## config.mk

```make
export PLATFORM = sky130hd
export DESIGN_NAME = imu_complementary_tilt_filter
export DESIGN_NICKNAME = d
export VERILOG_FILES = /design/src/rtl/ctf_pkg.sv /design/src/rtl/ctf_cordic.sv /design/src/rtl/imu_complementary_tilt_filter.sv
export SDC_FILE = /design/constraint.sdc
export NUM_CORES = 2
export LEC_CHECK = 0
export BUFFER_PORTS_ARGS = -buffer_cell sky130_fd_sc_hd__buf_2
export CAP_MARGIN = 15
export CORE_ASPECT_RATIO = 0.7
export CORE_MARGIN = 2
export CORE_UTILIZATION = 30
export DETAILED_ROUTE_END_ITERATION = 6
export GPL_ROUTABILITY_DRIVEN = 0
export SYNTH_ARGS = -nofsm -noshare
export SYNTH_HDL_FRONTEND = slang
export SYNTH_SLANG_ARGS = --single-unit
```

## constraint.sdc

```tcl
create_clock -name clock -period 15.5 [get_ports clock]
set_input_delay 1.55 -clock clock [delete_from_list [all_inputs] [get_ports clock]]
set_output_delay 1.55 -clock clock [all_outputs]
set_load 0.05 [all_outputs]
```

## src/rtl/ctf_pkg.sv

```systemverilog
// Shared types, constants and the arctangent table of the complementary tilt filter.
package ctf_pkg;

   // CORDIC iteration count and arctangent table geometry
   localparam int CTF_CORDIC_STEPS = 16;
   localparam int CTF_ATAN_LEN     = 24;
   localparam int CTF_ITER_LIMIT   = (CTF_CORDIC_STEPS < CTF_ATAN_LEN) ?
                                     CTF_CORDIC_STEPS : CTF_ATAN_LEN;
   localparam int CTF_STEP_W       = $clog2(CTF_ITER_LIMIT + 1);
   localparam int CTF_ATAN_IDX_W   = $clog2(CTF_ATAN_LEN);

   // Angle limits in 1/128 degree
   localparam logic signed [15:0] CTF_ANG_MAX = 16'sd23040;
   localparam logic signed [15:0] CTF_ANG_MIN = -16'sd23040;

   // Half turn in Q16 degrees
   localparam logic signed [26:0] CTF_Z_HALF_TURN = 27'sd11796480;

   // Gyro scale divisor: 32.8 LSB per deg/s over ms, 1/128 degree out
   localparam logic signed [15:0] CTF_DIV_K = 16'sd1025;

   // Reset value of the gyro weight (0.98 in Q0.16)
   localparam logic [15:0] CTF_WEIGHT_RST = 16'd64225;

   typedef logic signed [15:0] angle_type;
   typedef logic signed [16:0] cordic_in_type;

   typedef enum logic [3:0] {
      ST_IDLE,
      ST_GYRO_MUL,
      ST_GYRO_ABS,
      ST_DIV_EST,
      ST_DIV_REM,
      ST_DIV_FIX,
      ST_TILT_WAIT,
      ST_WEIGHT_MUL,
      ST_ACCEL_MUL,
      ST_BLEND
   } ctf_state_type;

   // atan(2^-i) in degrees, Q16
   function automatic logic [21:0] ctf_atan_q16(input logic [CTF_ATAN_IDX_W-1:0] idx);
      logic [21:0] val;
      case (idx)
         5'd0:    val = 22'd2949120;
         5'd1:    val = 22'd1740967;
         5'd2:    val = 22'd919879;
         5'd3:    val = 22'd466945;
         5'd4:    val = 22'd234379;
         5'd5:    val = 22'd117304;
         5'd6:    val = 22'd58665;
         5'd7:    val = 22'd29335;
         5'd8:    val = 22'd14668;
         5'd9:    val = 22'd7334;
         5'd10:   val = 22'd3667;
         5'd11:   val = 22'd1833;
         5'd12:   val = 22'd917;
         5'd13:   val = 22'd458;
         5'd14:   val = 22'd229;
         5'd15:   val = 22'd115;
         5'd16:   val = 22'd57;
         5'd17:   val = 22'd29;
         5'd18:   val = 22'd14;
         5'd19:   val = 22'd7;
         5'd20:   val = 22'd4;
         5'd21:   val = 22'd2;
         5'd22:   val = 22'd1;
         default: val = 22'd0;
      endcase
      return val;
   endfunction

endpackage

```

## src/rtl/ctf_cordic.sv

```systemverilog
// Iterative vectoring CORDIC computing atan2(y, x) in 1/128 degree, one rotation a cycle.
module ctf_cordic (
   input  logic                  clock,
   input  logic                  reset,
   input  logic                  start,
   input  ctf_pkg::cordic_in_type vec_y,
   input  ctf_pkg::cordic_in_type vec_x,
   output logic                  busy,
   output ctf_pkg::angle_type    angle
);
   import ctf_pkg::*;

   logic signed [35:0]     x_ff, x_in;
   logic signed [35:0]     y_ff, y_in;
   logic signed [26:0]     z_ff, z_in;
   logic [CTF_STEP_W-1:0]  step_ff, step_in;
   logic                   busy_ff, busy_in;

   logic                   x_neg;
   cordic_in_type          x_start;
   cordic_in_type          y_start;
   logic signed [26:0]     z_start;
   logic signed [35:0]     x_shr;
   logic signed [35:0]     y_shr;
   logic signed [26:0]     atan_step;
   logic                   last_step;
   logic signed [26:0]     z_round;
   logic signed [26:0]     z_scaled;

   // Fold the left half-plane onto the right one
   assign x_neg   = vec_x[16];
   assign x_start = x_neg ? -vec_x : vec_x;
   assign y_start = x_neg ? -vec_y : vec_y;
   assign z_start = !x_neg ? 27'sd0 : (vec_y[16] ? -CTF_Z_HALF_TURN : CTF_Z_HALF_TURN);

   // Shift terms and table angle for the current rotation
   assign x_shr     = x_ff >>> step_ff;
   assign y_shr     = y_ff >>> step_ff;
   assign atan_step = $signed({5'b00000, ctf_atan_q16(CTF_ATAN_IDX_W'(step_ff))});
   assign last_step = (y_ff == 36'sd0) || (step_ff == CTF_STEP_W'(CTF_ITER_LIMIT));

   // Load on start, rotate towards the x axis while busy
   always_comb begin
      x_in    = x_ff;
      y_in    = y_ff;
      z_in    = z_ff;
      step_in = step_ff;
      busy_in = busy_ff;
      if (start) begin
         x_in    = {{3{x_start[16]}}, x_start, 16'h0000};
         y_in    = {{3{y_start[16]}}, y_start, 16'h0000};
         z_in    = z_start;
         step_in = '0;
         busy_in = 1'b1;
      end else if (busy_ff) begin
         if (last_step) begin
            busy_in = 1'b0;
         end else begin
            step_in = step_ff + 1'b1;
            if (y_ff > 36'sd0) begin
               x_in = x_ff + y_shr;
               y_in = y_ff - x_shr;
               z_in = z_ff + atan_step;
            end else begin
               x_in = x_ff - y_shr;
               y_in = y_ff + x_shr;
               z_in = z_ff - atan_step;
            end
         end
      end
   end

   always_ff @(posedge clock) begin
      if (reset) begin
         busy_ff <= 1'b0;
      end else begin
         busy_ff <= busy_in;
      end
      x_ff    <= x_in;
      y_ff    <= y_in;
      z_ff    <= z_in;
      step_ff <= step_in;
   end

   // Round to 1/128 degree and saturate to a half turn
   assign z_round  = z_ff + 27'sd256;
   assign z_scaled = z_round >>> 9;

   always_comb begin
      if (z_scaled > 27'(CTF_ANG_MAX)) begin
         angle = CTF_ANG_MAX;
      end else if (z_scaled < 27'(CTF_ANG_MIN)) begin
         angle = CTF_ANG_MIN;
      end else begin
         angle = z_scaled[15:0];
      end
   end

   assign busy = busy_ff;

endmodule

```

## src/rtl/imu_complementary_tilt_filter.sv

```systemverilog
// Each accepted transaction yields a result for roll then pitch, one axis after the other.
// The CORDIC unit and the shared 18x25 multiplier serve both axes in turn.
// A new transaction is taken only after the previous result is stored; the result waits in
// an output register, so the next transaction is taken meanwhile.
// Reset (synchronous, active high) clears both angle estimates to zero and loads
// the gyro weight with 0.98 (64225 in Q0.16).
module imu_complementary_tilt_filter (
   input  logic        clock,
   input  logic        reset,
   input  logic        req_valid,
   output logic        req_ready,
   input  logic signed [15:0] req_accel_x,
   input  logic signed [15:0] req_accel_y,
   input  logic signed [15:0] req_accel_z,
   input  logic signed [15:0] req_gyro_x,
   input  logic signed [15:0] req_gyro_y,
   input  logic [15:0] req_elapsed_ms,
   output logic        rsp_valid,
   input  logic        rsp_ready,
   output ctf_pkg::angle_type rsp_roll_angle,
   output ctf_pkg::angle_type rsp_pitch_angle,
   input  logic        csr_write_en,
   input  logic [15:0] csr_write_data
);
   import ctf_pkg::*;

   ctf_state_type      state_ff, state_in;
   logic               axis_ff, axis_in;

   logic signed [15:0] accel_x_ff, accel_x_in;
   logic signed [15:0] accel_y_ff, accel_y_in;
   logic signed [15:0] accel_z_ff, accel_z_in;
   logic signed [15:0] gyro_x_ff, gyro_x_in;
   logic signed [15:0] gyro_y_ff, gyro_y_in;
   logic [15:0]        elapsed_ms_ff, elapsed_ms_in;

   logic [15:0]        gyro_weight_ff, gyro_weight_in;
   angle_type          roll_est_ff, roll_est_in;
   angle_type          pitch_est_ff, pitch_est_in;

   logic signed [42:0] prod_ff, prod_in;
   logic signed [42:0] sum_ff, sum_in;
   logic [33:0]        div_ff, div_in;
   logic               neg_ff, neg_in;
   logic [23:0]        quo_ff, quo_in;
   logic signed [15:0] rem_ff, rem_in;
   logic signed [24:0] inc_ff, inc_in;

   logic               rsp_valid_ff, rsp_valid_in;
   angle_type          rsp_roll_ff, rsp_roll_in;
   angle_type          rsp_pitch_ff, rsp_pitch_in;

   // Control decoded from the state
   logic               accept;
   logic               cordic_start;
   logic               prod_load;
   logic               out_free;
   logic               rem_low;
   logic               rem_high;

   // Shared multiplier
   logic signed [17:0] mul_a;
   logic signed [24:0] mul_b;
   logic signed [42:0] mul_p;

   // Axis selection and datapath intermediates
   logic signed [15:0] gyro_sel;
   angle_type          est_sel;
   cordic_in_type      cordic_y;
   cordic_in_type      cordic_x;
   logic               cordic_busy;
   angle_type          tilt_angle;
   logic signed [17:0] accel_weight;
   logic signed [24:0] propagated;
   logic signed [42:0] prod_mag;
   logic [33:0]        rem_full;
   logic signed [43:0] blend_sum;
   logic signed [27:0] blend_shr;
   angle_type          blend_angle;

   // Select the operands of the axis in work
   assign gyro_sel = axis_ff ? gyro_y_ff : gyro_x_ff;
   assign est_sel  = axis_ff ? pitch_est_ff : roll_est_ff;
   assign cordic_y = axis_ff ? -{accel_x_ff[15], accel_x_ff} : {accel_y_ff[15], accel_y_ff};
   assign cordic_x = {accel_z_ff[15], accel_z_ff};

   ctf_cordic u_cordic (
      .clock (clock),
      .reset (reset),
      .start (cordic_start),
      .vec_y (cordic_y),
      .vec_x (cordic_x),
      .busy  (cordic_busy),
      .angle (tilt_angle)
   );

   assign out_free = !rsp_valid_ff || rsp_ready;
   assign rem_low  = rem_ff < 16'sd0;
   assign rem_high = rem_ff >= CTF_DIV_K;

   // Next state
   always_comb begin
      state_in = state_ff;
      case (state_ff)
         ST_IDLE:       if (req_valid) state_in = ST_GYRO_MUL;
         ST_GYRO_MUL:   state_in = ST_GYRO_ABS;
         ST_GYRO_ABS:   state_in = ST_DIV_EST;
         ST_DIV_EST:    state_in = ST_DIV_REM;
         ST_DIV_REM:    state_in = ST_DIV_FIX;
         ST_DIV_FIX:    if (!rem_low && !rem_high) state_in = ST_TILT_WAIT;
         ST_TILT_WAIT:  if (!cordic_busy) state_in = ST_WEIGHT_MUL;
         ST_WEIGHT_MUL: state_in = ST_ACCEL_MUL;
         ST_ACCEL_MUL:  state_in = ST_BLEND;
         ST_BLEND: begin
            if (!axis_ff) begin
               state_in = ST_GYRO_MUL;
            end else if (out_free) begin
               state_in = ST_IDLE;
            end
         end
         default:       state_in = ST_IDLE;
      endcase
   end

   // State outputs: handshake, unit start and multiplier operands
   assign accel_weight = 18'sd65536 - $signed({2'b00, gyro_weight_ff});
   assign propagated   = {{9{est_sel[15]}}, est_sel} + inc_ff;

   always_comb begin
      req_ready    = 1'b0;
      cordic_start = 1'b0;
      prod_load    = 1'b0;
      mul_a        = '0;
      mul_b        = '0;
      case (state_ff)
         ST_IDLE: begin
            req_ready = 1'b1;
         end
         ST_GYRO_MUL: begin
            cordic_start = 1'b1;
            prod_load    = 1'b1;
            mul_a        = {{2{gyro_sel[15]}}, gyro_sel};
            mul_b        = $signed({9'h000, elapsed_ms_ff});
         end
         ST_WEIGHT_MUL: begin
            prod_load = 1'b1;
            mul_a     = $signed({2'b00, gyro_weight_ff});
            mul_b     = propagated;
         end
         ST_ACCEL_MUL: begin
            prod_load = 1'b1;
            mul_a     = accel_weight;
            mul_b     = {{9{tilt_angle[15]}}, tilt_angle};
         end
         default: begin
            req_ready = 1'b0;
         end
      endcase
   end

   assign accept = req_valid && req_ready;
   assign mul_p  = mul_a * mul_b;

   // Magnitude of the gyro product, and the remainder of the quotient estimate by 1025
   assign prod_mag = prod_ff[42] ? -prod_ff : prod_ff;
   assign rem_full = div_ff - {quo_ff, 10'h000} - {10'h000, quo_ff};

   // Blend sum, round half up, saturate
   assign blend_sum = {sum_ff[42], sum_ff} + {prod_ff[42], prod_ff} + 44'sd32768;
   assign blend_shr = blend_sum[43:16];

   always_comb begin
      if (blend_shr > 28'(CTF_ANG_MAX)) begin
         blend_angle = CTF_ANG_MAX;
      end else if (blend_shr < 28'(CTF_ANG_MIN)) begin
         blend_angle = CTF_ANG_MIN;
      end else begin
         blend_angle = blend_shr[15:0];
      end
   end

   // Datapath next values
   always_comb begin
      axis_in        = axis_ff;
      accel_x_in     = accel_x_ff;
      accel_y_in     = accel_y_ff;
      accel_z_in     = accel_z_ff;
      gyro_x_in      = gyro_x_ff;
      gyro_y_in      = gyro_y_ff;
      elapsed_ms_in  = elapsed_ms_ff;
      gyro_weight_in = gyro_weight_ff;
      roll_est_in    = roll_est_ff;
      pitch_est_in   = pitch_est_ff;
      prod_in        = prod_ff;
      sum_in         = sum_ff;
      div_in         = div_ff;
      neg_in         = neg_ff;
      quo_in         = quo_ff;
      rem_in         = rem_ff;
      inc_in         = inc_ff;
      rsp_valid_in   = rsp_valid_ff && !rsp_ready;
      rsp_roll_in    = rsp_roll_ff;
      rsp_pitch_in   = rsp_pitch_ff;

      // Capture the transaction
      if (accept) begin
         axis_in       = 1'b0;
         accel_x_in    = req_accel_x;
         accel_y_in    = req_accel_y;
         accel_z_in    = req_accel_z;
         gyro_x_in     = req_gyro_x;
         gyro_y_in     = req_gyro_y;
         elapsed_ms_in = req_elapsed_ms;
      end

      if (csr_write_en) begin
         gyro_weight_in = csr_write_data;
      end

      if (prod_load) begin
         prod_in = mul_p;
      end

      case (state_ff)
         ST_GYRO_ABS: begin
            neg_in = prod_ff[42];
            div_in = {prod_mag[30:0], 2'b00} + 34'd512;
         end
         // Estimate the quotient by 1025 from the series 1/1024 - 1/1024^2 + 1/1024^3
         ST_DIV_EST: begin
            quo_in = div_ff[33:10] - {10'h000, div_ff[33:20]} + {20'h00000, div_ff[33:30]};
         end
         ST_DIV_REM: begin
            rem_in = $signed(rem_full[15:0]);
         end
         // Step the quotient until the remainder lies in range
         ST_DIV_FIX: begin
            if (rem_low) begin
               quo_in = quo_ff - 24'd1;
               rem_in = rem_ff + CTF_DIV_K;
            end else if (rem_high) begin
               quo_in = quo_ff + 24'd1;
               rem_in = rem_ff - CTF_DIV_K;
            end else begin
               inc_in = neg_ff ? -$signed({1'b0, quo_ff}) : $signed({1'b0, quo_ff});
            end
         end
         ST_ACCEL_MUL: begin
            sum_in = prod_ff;
         end
         // Store the roll estimate, or the pitch estimate with the result
         ST_BLEND: begin
            if (!axis_ff) begin
               roll_est_in = blend_angle;
               axis_in     = 1'b1;
            end else if (out_free) begin
               pitch_est_in = blend_angle;
               rsp_valid_in = 1'b1;
               rsp_roll_in  = roll_est_ff;
               rsp_pitch_in = blend_angle;
            end
         end
         default: begin
            neg_in = neg_ff;
         end
      endcase
   end

   always_ff @(posedge clock) begin
      if (reset) begin
         state_ff       <= ST_IDLE;
         gyro_weight_ff <= CTF_WEIGHT_RST;
         roll_est_ff    <= '0;
         pitch_est_ff   <= '0;
         rsp_valid_ff   <= 1'b0;
      end else begin
         state_ff       <= state_in;
         gyro_weight_ff <= gyro_weight_in;
         roll_est_ff    <= roll_est_in;
         pitch_est_ff   <= pitch_est_in;
         rsp_valid_ff   <= rsp_valid_in;
      end
      axis_ff       <= axis_in;
      accel_x_ff    <= accel_x_in;
      accel_y_ff    <= accel_y_in;
      accel_z_ff    <= accel_z_in;
      gyro_x_ff     <= gyro_x_in;
      gyro_y_ff     <= gyro_y_in;
      elapsed_ms_ff <= elapsed_ms_in;
      prod_ff       <= prod_in;
      sum_ff        <= sum_in;
      div_ff        <= div_in;
      neg_ff        <= neg_in;
      quo_ff        <= quo_in;
      rem_ff        <= rem_in;
      inc_ff        <= inc_in;
      rsp_roll_ff   <= rsp_roll_in;
      rsp_pitch_ff  <= rsp_pitch_in;
   end

   assign rsp_valid       = rsp_valid_ff;
   assign rsp_roll_angle  = rsp_roll_ff;
   assign rsp_pitch_angle = rsp_pitch_ff;

endmodule

```

==> qor.yml <==
synthesis:
  syn_avg_cell_area_um2: 9.19
  synth-edff-count: 379
  synth_area_leaders: "edfxtp_1, fa_1, ha_1, inv_1, nand2_1"
  synth_cells: 5962
  synth-seq-area-share: 0.249
  synthArstFlopShare: 0
  syn_nets: 6943
  synth_top_area_cell: "edfxtp_1"
  yosys_warnings: 0
  synth_ff_type: "edfxtp_1"
  synth_cell_types: 100
  synth_area_mm2: 0.0548
  yosysTopAreaCellShare: 0.208
  synth_seq_cells: 493
timing:
  hold_slack_ps: 466
  rsz0062_at_grt: "false"
  slew_headroom: 0.158
  fmax_mhz: 86.6
  timing.final.hold_violations: 0
  fin_crit_sh: 0.745
  fin_setup_tns_ps: 0
  tightest_slew_ps: 1260
  slew_viol_final: 0
  fin_skew_ps: 70.3
  min_period_ps: 11540
  setup_viol: 0
worst_setup_path:
  cp.required_ps: 15960
  slowest_delay_ps: 960
  path_class: "flop to flop"
  cp_slowest_cell: "o21ai_2"
  critPathMaxFanout: 18
  crit_top_cell: "fa_1"
  cp_data_arrival_time_ps: 12000
  start_kind: "flop"
  endpoint_kind: "flop"
clocking:
  h-tree-depth: 2
  clk_latency_ps: 720
  cts_buffers: 58
  ctsHoldBuffers: 0
  cts_setup_buffers: 0
  cts_sinks: 493
  tritoncts: "yes"
  path_clk_slew_ps: 100
  cts_resized: 0
  cts.path.max_buffers: 3
  clockRootBuffer: "clkbuf_16"
final_layout:
  synthToLayoutAreaGrowth_pct: 10.2
  fillCellCount: 18500
  final_common_cell: "inv_1"
  final_cell_mix: "inv_1, nand2_1, fa_1"
  final_layout_size_suffix_gt1_frac: 0.0880
  fin_nets: 6980
  utilization: 0.332
  stdcell_count: 8446
power_and_ir_drop:
  clkPwrFrac: 0.169
  switching_power_mw: 4.32
  switching_share: 0.469
  p_leak_nw: 25.7
  p_int_mw: 4.89
  ir_drop_uv: 120
  p_comb_frac: 0.606
  power_density_mw_per_mm2: 153
  pwr-share-seq: 0.226
place:
  dp_hpwl_um: 139000
  dpl.cell_count: 8332
  io_buffers: 150
detailed_routing:
  drtIter0Drc: 5379
  detail-route-antenna-nets: 0
  drc: 0
  drt_first_pass_iters: 6
  drt_wl_total_um: 178000
  wire_per_inst_um: 21.1
  vias: 45100
  routed_via_density: 5.34
global_routing:
  antenna_found_initial: 14
  grt_overflow: 0
  grt_max_degree: 68
  grt_use_total: 0.188
  grt_pass1_wl_um: 270000
  grt_pass1_vias: 42900
die:
  fp.coreArea_mm2: 0.182
  die_w_um: 515
  die_h_um: 361
  ios: 151
  start_util: 0.301
  rows: 131
  die_area_mm2: 0.186
flow_run:
  cap_violations: 0
min_path:
  hp-class: "flop to flop"
status:
  outcome: "finished, final reports clean"
==> final timing paths <==
check                   start                 end  slack (ps)  depth (start not counted)
min reg2reg   roll_est_ff[13]  rsp_roll_angle[13]         470                          0
max reg2reg  u_cordic.z_ff[9]         prod_ff[41]        3960                         35
max          u_cordic.z_ff[9]         prod_ff[41]        3960                         35
min           roll_est_ff[13]  rsp_roll_angle[13]         470                          0
==> synthesized netlist by cell type (all sizes together), types with 30 or more instances <==
master and count:
a21oi 338, nand2 658, o21ai 262, inv 770
mux2i 99, o21a 41, or3 52, a211oi 30
and3 53, o21bai 32, mux2 50, nand4 34
ha 409, xnor2 268, nor2b 53, buf 50
nor3 104, mux4 88, nand2b 50, dfxtp 114
edfxtp 379, and2 81, nor2 445, fa 455
clkbuf 192, o22ai 40, a31oi 47, nor4 39
xor2 176, nand3 90, o31ai 58, a21o 93
==> flip-flops by register name, indices dropped and copies added, names as in the netlist, 24 cells and up <==
register / cells
prod_ff: 43
sum_ff: 43
u_cordic.x_ff: 36
u_cordic.y_ff: 36
div_ff: 32
u_cordic.z_ff: 27
inc_ff: 25
quo_ff: 24
==> cell type report <==
cell class	instances	area [um^2]	area share
Clock inverter	43	586	0.00970
Inverter	773	2900	0.0481
Sequential cell	493	13700	0.227
Multi-Input combinational cell	4454	37400	0.620
Antenna cell	4	10.0	0.000166
Timing Repair Buffer	219	1270	0.0211
Clock buffer	66	1510	0.0251
Tap cell	2394	3000	0.0496
==> metrics by stage <==
step	setup WS [ps]	total power [mW]	instance area, um^2
floorplan	4470	6.08	54800
global placement	4420	7.42	58200
detailed placement	4250	7.50	58200
CTS	4160	9.12	60300
global route	3280	9.87	60300
finish	3960	9.21	60300
==> critical path, delay by kind of cell (launching register included) <==
kind                       cells  cell delay [ps]
AOI/OAI and AO/OA             18             5200
adders and majority gates      8             3720
and+or+nand+nor                5             1710
DFF                            1              410
buffers and inverters          3              140
xor gates and xnor gates       1               70
==> cell families after synthesis <==
group	count (synthesis)	synth area share
xor+xnor	445	0.0714
flops	493	0.249
simple gates	1750	0.148
mux	237	0.0656
fa+ha+maj	864	0.260
compound gates	1158	0.135
buf+inv	1015	0.0714
==> power groups by stage <==
stage | Sequential [mW] | Clock [mW] | Combinational, mW
3_3_place_gp | 2.08 | 0 | 5.33
5_1_grt | 2.11 | 1.64 | 6.12
3_5_place_dp | 2.09 | 0 | 5.41
6_report | 2.08 | 1.55 | 5.58
4_1_cts | 2.07 | 1.59 | 5.46
2_1_floorplan | 1.92 | 0 | 4.17
==> per-layer routing <==
metal / vias up / wire [um] / GRT usage
li1: 20600 / - / -
met5: - / 0 / 0
met4: 0 / 4410 / 0.0423
met1: 22200 / 82400 / 0.287
met3: 251 / 20800 / 0.0535
met2: 2134 / 70500 / 0.257
No activity file was read; power rests on OpenSTA's default activity.
